--- src/hdl/rcst_ram.sv ---
// Generic single-write, single-read RAM with registered read data.
`default_nettype none
module rcst_ram #(
  parameter int WIDTH = 8,
  parameter int DEPTH = 16
) (
  input  wire logic                     clk,
  input  wire logic                     we,
  input  wire logic [$clog2(DEPTH)-1:0] waddr,
  input  wire logic [WIDTH-1:0]         wdata,
  input  wire logic [$clog2(DEPTH)-1:0] raddr,
  output logic      [WIDTH-1:0]         rdata
);
  logic [WIDTH-1:0] mem [DEPTH];

  always_ff @(posedge clk) begin
    if (we) begin
      mem[waddr] <= wdata;
    end
    rdata <= mem[raddr];
  end
endmodule
`default_nettype wire

--- config.mk ---
export PLATFORM = sky130hd
export DESIGN_NAME = rcst_ram
export DESIGN_NICKNAME = d
export VERILOG_FILES = /design/src/hdl/rcst_ram.sv
export SDC_FILE = /design/constraint.sdc
export NUM_CORES = 1
export LEC_CHECK = 0
export BUFFER_PORTS_ARGS = -buffer_cell sky130_fd_sc_hd__buf_2
export CORE_ASPECT_RATIO = 0.6
export CORE_MARGIN = 2
export CORE_UTILIZATION = 50
export DETAILED_ROUTE_END_ITERATION = 16
export PLACE_DENSITY = 0.69
export SLEW_MARGIN = 20
export SYNTH_ARGS = -nofsm -noshare
export SYNTH_HDL_FRONTEND = slang
export SYNTH_SLANG_ARGS = --single-unit
--- constraint.sdc ---
create_clock -name clk -period 1.9 [get_ports clk]
set_input_delay 0.095 -clock clk [delete_from_list [all_inputs] [get_ports clk]]
set_output_delay 0.095 -clock clk [all_outputs]
set_load 0.005 [all_outputs]
# Word level (Yosys, flattened, before mapping)
# Memory sizes are Yosys's and may differ from the RTL's. A register that Yosys moved wholly into a read port is not among the register bits.
# Cells that the tools add are included.
# classes
add_sub_neg,0
mul,0
div_mod_pow,0
order_cmp,0
n_eq_ne,0
shifts,0
muxes,2
bitwise_logic,0
reduce_logical,0
# ops
op,count
two-way mux 1 bit,2
# word_totals
ff_bits,0
latchBits,0
mem_bits_rw,128
romBits,0
input_bits,18
out_inout_bits,8
word_cells,3
memories,1
# memory_table
memory,words,width,read_ports,rd_clocked_by_memory_dff,wr,line,source
mem,16,8,1,1,1,14,logic [WIDTH-1:0] mem [DEPTH];

# Logic depth before layout (Yosys ltp)
# depth
word_depth,2
ltp_mapped,5
ltp_nobuf,3

# Worst setup path before layout
# No wires, ideal clock.
# synth_timing
path_type,in2reg
startpoint,input port waddr[2]
endpoint,"memory mem[0][0], enable pin"
setup_ps,383
arrival_ps,1205
required_time_ps,1517
path_slack_ps,312
cell_stages,2
n_path_buf,0
path_cell_list,or3b_2 -> nor3_1
# synth_lines
item,line,source
start: declaration,9,"input wire logic [$clog2(DEPTH)-1:0] waddr,"
end: declaration,14,
# Straight into the memory's write port.

==> out/results.tsv <==
stage	metric	value	unit
cts	Clock Tree Buf Depth	2	
synth	syn nets	247	
cts	root buffer cell	clkbuf_16	
die	Core ar.	9950	um^2
cts	H-tree Lvls	4	
die	Die Y	82.6	um
synth	leading area contributor after synthesis	edfxtp_1	
grt	GRT overflow	0	
cells_and_area	register area	4000	um^2
die	chip width	135	um
grt	initial antenna violation count	0	
die	Starting Density	51.7	%
synth	Synth Cell Area	5150	um^2
worst_setup_path	slowest cell delay on critical path	0.50	ns
sta	Layout Skew	0.00497	ns
cts	clock sink count	136	
worst_setup_path	register-to-register setup slack	0.53	ns
synth	post-synthesis sequential area ratio	77.8	%
placed_design	GPL Wtd Cong	0.765	
sta	final hold violations	0	
worst_setup_path	buffers and inverters on the worst path	0	
sta	final setup vio count	0	
worst_setup_path	crit end category	register	
synth	Area contributors post-synth	edfxtp_1, mux4_2, mux4_1, dfxtp_1, a22oi_1	
routing	1st-pass router iterations	6	
routing	vias	2448	
synth	ranking of synthesized cells by instance count	edfxtp_1, mux4_2, a22oi_1	
placed_design	IO Port Bufs	25	
hold_path	Worst Hold Class	primary input to register	
synth	EDFF count, synth	128	
sta	actual slew at the worst max-slew pin	0.541	ns
cells_and_area	layout net count	302	
grt	Total Routing Usage GR	20.4	%
worst_setup_path	Worst Path Required	2.19	ns
cts	Worst-path clk slew	0.05	ns
sta	accumulated negative setup slack	0	ns
cells_and_area	area of the multi-input gates	1060	um^2
worst_setup_path	Critical Path AT	1.66	ns
sta	hold slack final	0.0686	ns
routing	Final ANT Viol Nets	0	
cells_and_area	# diodes	0	
cts	Clock Latency Late Sink	0.41	ns
synth	syn avg cell area	22.5	um^2
sta	unrepaired setup endpoints after global routing	false	
power_and_ir_drop	power per cell area	1120	nW/um^2
worst_setup_path	worst-path maximum fanout	1	
routing	DRC viols	0	
synth	top-area cell type share of the netlist area	74.7	%
die	DIE AREA	11100	um^2
synth	yosys warns	0	
cts	Num CTS Buffers	17	
run_status	status	finished clean	
sta	Rel. slew slack	63.8	%
synth	Synth Register Bits	136	
routing	DR vias/cell	5.67	
sta	final worst-path cycle share	72.0	%
run	Maximum Capacitance Violations	0	
power_and_ir_drop	VDD IR max	0.000875	V
worst_setup_path	WS Path Type	register to register	
cells_and_area	Layout area overhead	19.0	%
cts	Setup Buffers After CTS	0	
sta	min Tclk post-route	1.37	ns
synth	Mapped Cells	229	
synth	synth unique cells	19	
worst_setup_path	CP Cell Sequence	mux4_1, a22oi_1, nand2_1	
routing	routed wire length	9990	um
cts	Resize count post-CTS	0	
power_and_ir_drop	leakage	0.00209	uW
synth	FFs w/ async S/R, synth	0	%
grt	largest net degree at the start of global routing	33	
grt	first-pass GRT wire length	15300	um
routing	routed length per placed instance	23.1	um
sta	fmax	0.731	GHz
cts	CTS tree	built	
grt	vias in the first global route	2592	
cells_and_area	Fillers	742	
cells_and_area	share of layout cells above drive strength 1	31.6	%
worst_setup_path	Crit path max-delay family	multiplexers	
placed_design	DPL Wire Length	6340	um
worst_setup_path	crit path max-delay cell type	mux4_1	
worst_setup_path	CP startpoint kind	register	
synth	Synth Flop Type	edfxtp_1	
die	FP Rows	28	
routing	DR iter-0 viols	201	
die	IO Pins	26	
synth	most common cell in the netlist	edfxtp_1	
sta	Slew Viols, Final	0	
cts	hold_buf cts	0	
## cell usage in the layout (no fill, tap or decap)
cell type,netlist,final
and2b_1,1,1
a22oi_1,16,16
clkbuf_16,0,17
bufinv_16,0,3
nand2_1,9,9
and2_1,1,1
nor2_1,13,13
buf_4,1,19
dfxtp_1,8,8
clkinv_2,0,4
edfxtp_1,128,128
mux4_1,14,14
buf_12,0,2
or3b_2,1,1
clkinv_1,0,3
mux4_2,18,18
nand3_1,1,1
nand2b_1,2,2
clkinvlp_4,0,4
nand3b_1,2,2
clkinv_4,0,1
nor2b_1,1,1
nor3_1,4,4
buf_2,3,25
## final timing paths
| check | start | to | cells past startpoint |
|---|---|---|---|
| max | mem[2][0]$_DFFE_PP_ | rdata[0]$_DFF_P_ | 3 |
| min | wdata[5] | mem[15][5]$_DFFE_PP_ | 1 |
| max reg2reg | mem[2][0]$_DFFE_PP_ | rdata[0]$_DFF_P_ | 3 |
| min reg2reg | mem[8][3]$_DFFE_PP_ | rdata[3]$_DFF_P_ | 3 |
## layout make-up
type | instances | area share [%]
flip-flops and latches | 136 | 65.4
multi-input cells | 83 | 17.3
clock buffers | 17 | 6.95
repair buffers | 46 | 5.03
well taps | 135 | 2.76
clock inverters | 15 | 2.62
## kinds of logic after synthesis
logic type      after synthesis  synth area share (%)
mux                          32                  15.0
simple gates                 35                  3.18
compound gates               16                  2.33
flops                       136                  77.8
buf+inv                      10                  1.68
## registers in the layout, summed over array words and instances (netlist names)
signal  count
mem       128
rdata       8
## through the flow
stage / area [um^2] / std cells / utilization, % / setup WS [ns] / power (uW)
after floorplan: 5150 / 229 / - / 0.312 / 3600
after global placement: 5540 / 400 / 55.7 / 0.276 / 3740
after detailed placement: 5540 / 400 / 55.7 / 0.308 / 3750
after CTS: 6120 / 432 / 61.5 / 0.513 / 6940
after global routing: 6120 / 432 / 61.5 / 0.456 / 7120
final: 6120 / 432 / 61.5 / 0.532 / 6880
## where the power goes
| group | total (uW) | leakage [uW] | switching (uW) | internal (uW) |
|---|---|---|---|---|
| Sequential | 3380 | 0.00122 | 23.6 | 3360 |
| Combinational | 310 | 0.000591 | 173 | 136 |
| Clock | 3190 | 0.000277 | 1160 | 2040 |
| Total | 6880 | 0.00209 | 1360 | 5530 |
## layer usage
| layer | global-route usage (%) | vias to the layer above | part of all wire [%] |
|---|---|---|---|
| met5 | 0 | - | 0 |
| met4 | 8.44 | 0 | 1.1 |
| met3 | 5.56 | 11 | 8.7 |
| met2 | 29.6 | 84 | 44 |
| met1 | 29.9 | 1268 | 46 |
| li1 | - | 1085 | - |
No activity file was read; power rests on OpenSTA's default activity.
